`src/sv/psuc_pkg.sv`:
```
// ----------------------------------------------------------------------------
// psuc_pkg: shared types and constants for the PNG scanline unfilter checker
// Holds the filter and status codes, register indexes, the per-request
// control record passed between the stages, and the Paeth predictor.
// ----------------------------------------------------------------------------
package psuc_pkg;

    // Default build limits.
    localparam int DEF_MAX_WIDTH  = 1024;
    localparam int DEF_MAX_HEIGHT = 1024;

    // Configuration field widths and reset values.
    localparam int DIM_W   = 11;
    localparam int COUNT_W = 21;
    localparam int CFG_W   = 21;
    localparam logic [DIM_W-1:0]   WIDTH_RESET   = 11'd1008;
    localparam logic [DIM_W-1:0]   HEIGHT_RESET  = 11'd1008;
    localparam logic [COUNT_W-1:0] MIN_VIS_RESET = 21'd16;
    localparam logic [COUNT_W-1:0] COUNT_MAX     = {COUNT_W{1'b1}};

    // Configuration register indexes.
    typedef enum logic [1:0] {
        REG_WIDTH       = 2'd0,
        REG_HEIGHT      = 2'd1,
        REG_MIN_VISIBLE = 2'd2
    } cfg_index_t;

    // Row filter types.
    typedef enum logic [2:0] {
        FILT_NONE  = 3'd0,
        FILT_SUB   = 3'd1,
        FILT_UP    = 3'd2,
        FILT_AVG   = 3'd3,
        FILT_PAETH = 3'd4
    } filter_t;

    // Image status reported with the final byte.
    typedef enum logic [1:0] {
        ST_OK          = 2'd0,
        ST_BAD_FILTER  = 2'd1,
        ST_BAD_LENGTH  = 2'd2,
        ST_NOT_VISIBLE = 2'd3
    } status_t;

    // Control record for one request, handed from the control stage to the
    // reconstruction stage.
    typedef struct packed {
        logic [7:0] data;
        logic       sample;
        logic       first_row;
        logic       last;
        filter_t    filter;
        status_t    pre_status;
        logic       check_vis;
    } item_ctl_t;

    // One result.
    typedef struct packed {
        logic [7:0] out_byte;
        logic       byte_valid;
        logic       done_res;
        status_t    status;
    } result_t;

    // Paeth predictor without signed arithmetic:
    // |p-a| = |b-c|, |p-b| = |a-c|, |p-c| = |a+b-2c|.
    function automatic logic [7:0] paeth_pick(input logic [7:0] a,
                                              input logic [7:0] b,
                                              input logic [7:0] c);
        logic [7:0] da;
        logic [7:0] db;
        logic [8:0] sum_ab;
        logic [8:0] twice_c;
        logic [8:0] dc;
        da      = (b > c) ? (b - c) : (c - b);
        db      = (a > c) ? (a - c) : (c - a);
        sum_ab  = {1'b0, a} + {1'b0, b};
        twice_c = {c, 1'b0};
        dc      = (sum_ab > twice_c) ? (sum_ab - twice_c) : (twice_c - sum_ab);
        if (({1'b0, da} <= {1'b0, db}) && ({1'b0, da} <= dc))
        begin
            return a;
        end
        return ({1'b0, db} <= dc) ? b : c;
    endfunction

endpackage

```
`src/sv/psuc_recon.sv`:
```
// ----------------------------------------------------------------------------
// psuc_recon: sample reconstruction and image statistics
// Applies the inverse filter from the left, upper and upper-left bytes,
// writes the rebuilt byte back to the line store and keeps pixel statistics.
// ----------------------------------------------------------------------------
module psuc_recon
    import psuc_pkg::*;
#(
    parameter int AW = 12
) (
    input  logic               clk,
    input  logic               rst_n,
    input  logic               adv,
    input  item_ctl_t          item_ctl,
    input  logic [AW-1:0]      item_addr,
    input  logic [7:0]         rd_data,
    input  logic [COUNT_W-1:0] min_visible,
    output logic               wr_en,
    output logic [AW-1:0]      wr_addr,
    output logic [7:0]         wr_data,
    output result_t            result
);

    logic [31:0]        left_reg, left_next;
    logic [31:0]        upleft_reg, upleft_next;
    logic [23:0]        gather_reg, gather_next;
    logic [31:0]        first_reg, first_next;
    logic               seen_reg, seen_next;
    logic               varied_reg, varied_next;
    logic [COUNT_W-1:0] count_reg, count_next;
    logic [1:0]         sh;
    logic [4:0]         base;
    logic               has_left;
    logic [7:0]         left_b, up_b, ul_b, pred, ob;
    logic [31:0]        px;

    assign sh       = item_addr[1:0];
    assign base     = {sh, 3'b000};
    assign has_left = (32'(item_addr) >= 32'd4);
    assign left_b   = has_left ? left_reg[base +: 8] : 8'd0;
    assign ul_b     = has_left ? upleft_reg[base +: 8] : 8'd0;
    assign up_b     = item_ctl.first_row ? 8'd0 : rd_data;

    // Predictor selection by row filter.
    always_comb
    begin
        case (item_ctl.filter)
            FILT_NONE:  pred = 8'd0;
            FILT_SUB:   pred = left_b;
            FILT_UP:    pred = up_b;
            FILT_AVG:   pred = 8'(({1'b0, left_b} + {1'b0, up_b}) >> 1);
            FILT_PAETH: pred = paeth_pick(left_b, up_b, ul_b);
            default:    pred = 8'd0;
        endcase
    end

    assign ob = item_ctl.data + pred;
    assign px = {ob, gather_reg};

    // Neighbor bytes, pixel statistics and the result.
    always_comb
    begin
        left_next   = left_reg;
        upleft_next = upleft_reg;
        gather_next = gather_reg;
        first_next  = first_reg;
        seen_next   = seen_reg;
        varied_next = varied_reg;
        count_next  = count_reg;

        if (item_ctl.sample)
        begin
            left_next[base +: 8]   = ob;
            upleft_next[base +: 8] = up_b;
            case (sh)
                2'd0:    gather_next[7:0]   = ob;
                2'd1:    gather_next[15:8]  = ob;
                2'd2:    gather_next[23:16] = ob;
                default:
                begin
                    if (!seen_reg)
                    begin
                        first_next = px;
                        seen_next  = 1'b1;
                    end
                    else if (px != first_reg)
                    begin
                        varied_next = 1'b1;
                    end
                    if ((ob != 8'd0) && (count_reg != COUNT_MAX))
                    begin
                        count_next = count_reg + COUNT_W'(1);
                    end
                end
            endcase
        end

        result.out_byte   = item_ctl.sample ? ob : 8'd0;
        result.byte_valid = item_ctl.sample;
        result.done_res   = item_ctl.last;
        result.status     = ST_OK;

        // Final verdict and restart of the image statistics.
        if (item_ctl.last)
        begin
            if (!item_ctl.check_vis)
            begin
                result.status = item_ctl.pre_status;
            end
            else if ((count_next < min_visible) || !varied_next)
            begin
                result.status = ST_NOT_VISIBLE;
            end
            left_next   = '0;
            upleft_next = '0;
            gather_next = '0;
            first_next  = '0;
            seen_next   = 1'b0;
            varied_next = 1'b0;
            count_next  = '0;
        end
    end

    // Line store write-back.
    assign wr_en   = adv && item_ctl.sample;
    assign wr_addr = item_addr;
    assign wr_data = ob;

    // Statistics state.
    always_ff @(posedge clk or negedge rst_n)
    begin
        if (!rst_n)
        begin
            left_reg   <= '0;
            upleft_reg <= '0;
            gather_reg <= '0;
            first_reg  <= '0;
            seen_reg   <= 1'b0;
            varied_reg <= 1'b0;
            count_reg  <= '0;
        end
        else if (adv)
        begin
            left_reg   <= left_next;
            upleft_reg <= upleft_next;
            gather_reg <= gather_next;
            first_reg  <= first_next;
            seen_reg   <= seen_next;
            varied_reg <= varied_next;
            count_reg  <= count_next;
        end
    end

endmodule

```
`config.mk`:
```
export PLATFORM = sky130hd
export DESIGN_NAME = psuc_recon
export DESIGN_NICKNAME = d
export VERILOG_FILES = /design/src/sv/psuc_pkg.sv /design/src/sv/psuc_recon.sv
export SDC_FILE = /design/constraint.sdc
export NUM_CORES = 1
export LEC_CHECK = 0
export ABC_AREA = 1
export BUFFER_PORTS_ARGS = -buffer_cell sky130_fd_sc_hd__clkbuf_2
export CAP_MARGIN = 10
export CORE_ASPECT_RATIO = 0.5
export CORE_MARGIN = 5
export CORE_UTILIZATION = 60
export CTS_BUF_LIST = sky130_fd_sc_hd__clkbuf_4
export CTS_CLUSTER_SIZE = 14
export DETAILED_ROUTE_END_ITERATION = 16
export PLACE_DENSITY = 0.78
export SYNTH_ARGS = -nofsm -noshare
export SYNTH_HDL_FRONTEND = slang
export SYNTH_SLANG_ARGS = --single-unit
```
`constraint.sdc`:
```
create_clock -name clk -period 16.26 [get_ports clk]
set_input_delay 0.813 -clock clk [delete_from_list [all_inputs] [get_ports clk]]
set_output_delay 0.813 -clock clk [all_outputs]
set_load 0.05 [all_outputs]
```
==> flow_results.xml <==
<?xml version="1.0" encoding="UTF-8"?>
<metrics>
  <group name="outcome">
    <metric name="run_status" unit="">complete, no violations</metric>
  </group>
  <group name="cells_and_area">
    <metric name="utilization" unit="%">66.18</metric>
    <metric name="fillers" unit="">1564</metric>
    <metric name="final_nets" unit="">1753</metric>
    <metric name="antenna_diodes" unit="">0</metric>
    <metric name="fin_area" unit="sq um">12200</metric>
    <metric name="stdcell_count" unit="">1848</metric>
    <metric name="syn_to_final_growth" unit="%">7.996</metric>
    <metric name="drive_above_1_share" unit="%">11.14</metric>
  </group>
  <group name="placed_design">
    <metric name="place.gp.congestion" unit="">0.9800</metric>
    <metric name="placedInstanceArea" unit="sq um">11860</metric>
    <metric name="io_buffer_count" unit="">93</metric>
    <metric name="detailed_place_hpwl" unit="microns">24760</metric>
    <metric name="dp.cells" unit="">1817</metric>
    <metric name="pre_cts_slack" unit="ps">3039</metric>
  </group>
  <group name="synthesis">
    <metric name="yosysTopAreaCellShare" unit="%">31.67</metric>
    <metric name="synth-edff-count" unit="">0</metric>
    <metric name="synthMostInstantiatedCell" unit="">nand2_1</metric>
    <metric name="synth_sequential_area_ratio" unit="%">31.67</metric>
    <metric name="postSynthCellCount" unit="">1518</metric>
    <metric name="synth.distinct_cells" unit="">59</metric>
    <metric name="most_numerous_cell_types_in_the_synthesized_netlist" unit="">319 x nand2_1, 248 x inv_1, 143 x dfrtp_1, 126 x o21ai_0, 107 x ha_1</metric>
    <metric name="avgSynthCellArea" unit="sq um">7.443</metric>
    <metric name="synthesis.nets" unit="">1694</metric>
    <metric name="synth_area_leader_cell" unit="">dfrtp_1</metric>
    <metric name="yosysWarnings" unit="">0</metric>
    <metric name="ys_ff_latch" unit="">143</metric>
    <metric name="synth_async_sr_flop_share" unit="%">100.0</metric>
    <metric name="synthesis.area" unit="sq um">11300</metric>
    <metric name="synth_area_leaders" unit="">dfrtp_1 32%, ha_1 12%, nand2_1 11%, inv_1 8.2%, o21ai_0 5.6%</metric>
    <metric name="synth_ff_type" unit="">dfrtp_1</metric>
  </group>
  <group name="worst_setup_path">
    <metric name="timing.reg2reg.setup_slack" unit="ps">7150</metric>
    <metric name="cp-start-kind" unit="">input port</metric>
    <metric name="timing.setup.critical_path_class" unit="">in2out</metric>
    <metric name="critPathSlowestCell" unit="">nor3_1</metric>
    <metric name="slowest_delay" unit="ps">930</metric>
    <metric name="worst_r2r_startpoint" unit="">left_reg[1]</metric>
    <metric name="worstPathArrival" unit="ps">12570</metric>
    <metric name="crit_start" unit="">item_addr[0]</metric>
    <metric name="maximum_fanout_along_the_worst_path" unit="">59</metric>
    <metric name="critPathCaptureType" unit="">primary output</metric>
    <metric name="cp.required" unit="ps">15450</metric>
    <metric name="crit_top_cell" unit="">a21oi_1</metric>
  </group>
  <group name="cts">
    <metric name="cts-buffers-inserted" unit="">17</metric>
    <metric name="cts.htree.levels" unit="">4</metric>
    <metric name="cts-resized-gates" unit="">0</metric>
    <metric name="post_cts_buffers" unit="">0</metric>
    <metric name="cts-root-buf" unit="">clkbuf_4</metric>
    <metric name="tritoncts" unit="">yes</metric>
    <metric name="cts.sink_count" unit="">143</metric>
    <metric name="clockBufferDepth" unit="">2</metric>
    <metric name="cts_hold_repair.buffers" unit="">0</metric>
    <metric name="clk-insertion-delay-late" unit="ps">540</metric>
    <metric name="clkSlewWorstSetupHoldPaths" unit="ps">140</metric>
  </group>
  <group name="timing">
    <metric name="report.final.setup_viol" unit="">0</metric>
    <metric name="totalNegativeSetupSlack" unit="ps">0</metric>
    <metric name="fin_skew" unit="ps">31.95</metric>
    <metric name="final.hold.worst_slack" unit="ps">227.6</metric>
    <metric name="fin_ws" unit="ps">2877</metric>
    <metric name="finalCriticalPeriod" unit="ps">13380</metric>
    <metric name="hold_viol_final" unit="">0</metric>
    <metric name="final-max-slew-violation-count" unit="">0</metric>
    <metric name="worst_slew_pin_slew" unit="ps">1127</metric>
    <metric name="finalCritPeriodShare" unit="%">82.31</metric>
    <metric name="timing.max_slew.rel_slack" unit="%">24.29</metric>
    <metric name="maxClockFrequency" unit="GHz">0.07472</metric>
    <metric name="rsz0062_at_grt" unit="">false</metric>
  </group>
  <group name="global_routing">
    <metric name="grt_util_met1" unit="%">40.21</metric>
    <metric name="grt_pass1_vias" unit="">10053</metric>
    <metric name="largest_net_degree_at_the_start_of_global_routing" unit="">84</metric>
    <metric name="globalRoute.totalOverflow" unit="">0</metric>
    <metric name="gr-max-usage-layer" unit="">met2</metric>
    <metric name="grt_use_met2" unit="%">48.18</metric>
    <metric name="gr-usage-met3" unit="%">3.778</metric>
    <metric name="track_usage" unit="%">29.41</metric>
    <metric name="grt_pass1_wl" unit="microns">51440</metric>
    <metric name="antenna_found_initial" unit="">0</metric>
  </group>
  <group name="detailed_routing">
    <metric name="num_vias" unit="">10610</metric>
    <metric name="routed_wirelength" unit="microns">31900</metric>
    <metric name="first_pass_iteration_count_of_the_detailed_router" unit="">5</metric>
    <metric name="post_drt_via_cell_ratio" unit="">5.741</metric>
    <metric name="detailedRoute.firstIterationViolations" unit="">1107</metric>
    <metric name="post_detailed_route_wirelength_per_cell" unit="microns">17.26</metric>
    <metric name="detail-route-antenna-nets" unit="">0</metric>
    <metric name="drt_drc_violations_left" unit="">0</metric>
  </group>
  <group name="pwr">
    <metric name="power_density" unit="nW/um^2">118.6</metric>
    <metric name="totalPowerFinal" unit="mW">1.447</metric>
    <metric name="p_leak" unit="nW">6.416</metric>
    <metric name="ir_worst_vdd" unit="mV">0.1069</metric>
  </group>
  <group name="hold_path">
    <metric name="worstHoldPathType" unit="">in2async</metric>
  </group>
  <group name="job">
    <metric name="cap_violations" unit="">0</metric>
  </group>
  <group name="floorplanning">
    <metric name="initial_core_util" unit="%">61.28</metric>
    <metric name="core_area" unit="sq um">18440</metric>
    <metric name="dieWidth" unit="microns">204.1</metric>
    <metric name="fp-row-count" unit="">35</metric>
    <metric name="die_h" unit="microns">107.0</metric>
    <metric name="floorplan.die_area" unit="sq um">21840</metric>
    <metric name="io_pins" unit="">94</metric>
  </group>
</metrics>
[worst max-delay path: cells and delay by family]
kind            cells  cell delay, ps
fa+ha+maj           6            1820
buf+inv            10            1870
compound gates     19            3060
xor+xnor            4             990
simple gates       23            3970
[final timing paths]
path,endpoint,cells after the start
setup / recovery,result[0],62
hold / removal,first_reg[16],1
setup reg to reg,count_reg[13],48
hold reg to reg,left_reg[24],2
max in group asynchronous,left_reg[31],2
min in group clk,left_reg[24],2
[where the power goes]
group	switching (mW)	leakage [nW]	internal [mW]	total, mW
sequential	0.0233	1.96	0.388	0.412
clock	0.132	0.176	0.137	0.268
combinational	0.530	4.28	0.237	0.767
total	0.685	6.42	0.762	1.45
[cell families after synthesis]
family,share of synthesized area (%)
xor gates and xnor gates,5.249
DFF,31.67
AOI/OAI and AO/OA,16.19
buffers and inverters,11.02
and+or+nand+nor,22.50
muxes,0.09966
adders and majority gates,13.27
[cell usage in the layout, fill, tap and decap left out, drive strengths merged, types with 3 or more instances in the layout]
cell type    n
a211oi       7
a21oi       76
a31oi        3
buf          9
bufinv       5
clkbuf     109
clkinv       7
dfrtp      143
fa           8
ha         107
inv        252
nand2      340
nand3       77
nand3b       4
nand4       18
nor2        88
nor3        23
nor4         7
o2111ai      5
o211ai      15
o21ai      127
o21bai       4
o221ai       7
o22ai       31
o31ai        8
o32ai       19
or2          6
xnor2       17
xor2        49
[per-layer routing]
metal | vias to the layer above | wire [microns] | share of wire (%)
met3 | 72 | 2133 | 6.7
met4 | 0 | 892 | 2.8
met1 | 4994 | 13990 | 44
met2 | 420 | 14890 | 47
met5 | - | 0 | 0
li1 | 5124 | - | -
[area by class of cell]
cell class	count	area (sq um)	area share, %
Clock buffer	17	127.6	1.046
Sequential cell	143	3578	29.33
Timing Repair Buffer	101	531.8	4.358
Tap cell	259	324.1	2.656
Clock inverter	14	214.0	1.753
Inverter	252	950.9	7.793
Multi-Input combinational cell	1062	6475	53.07
Note: power is estimated with default switching activity, not from simulation.
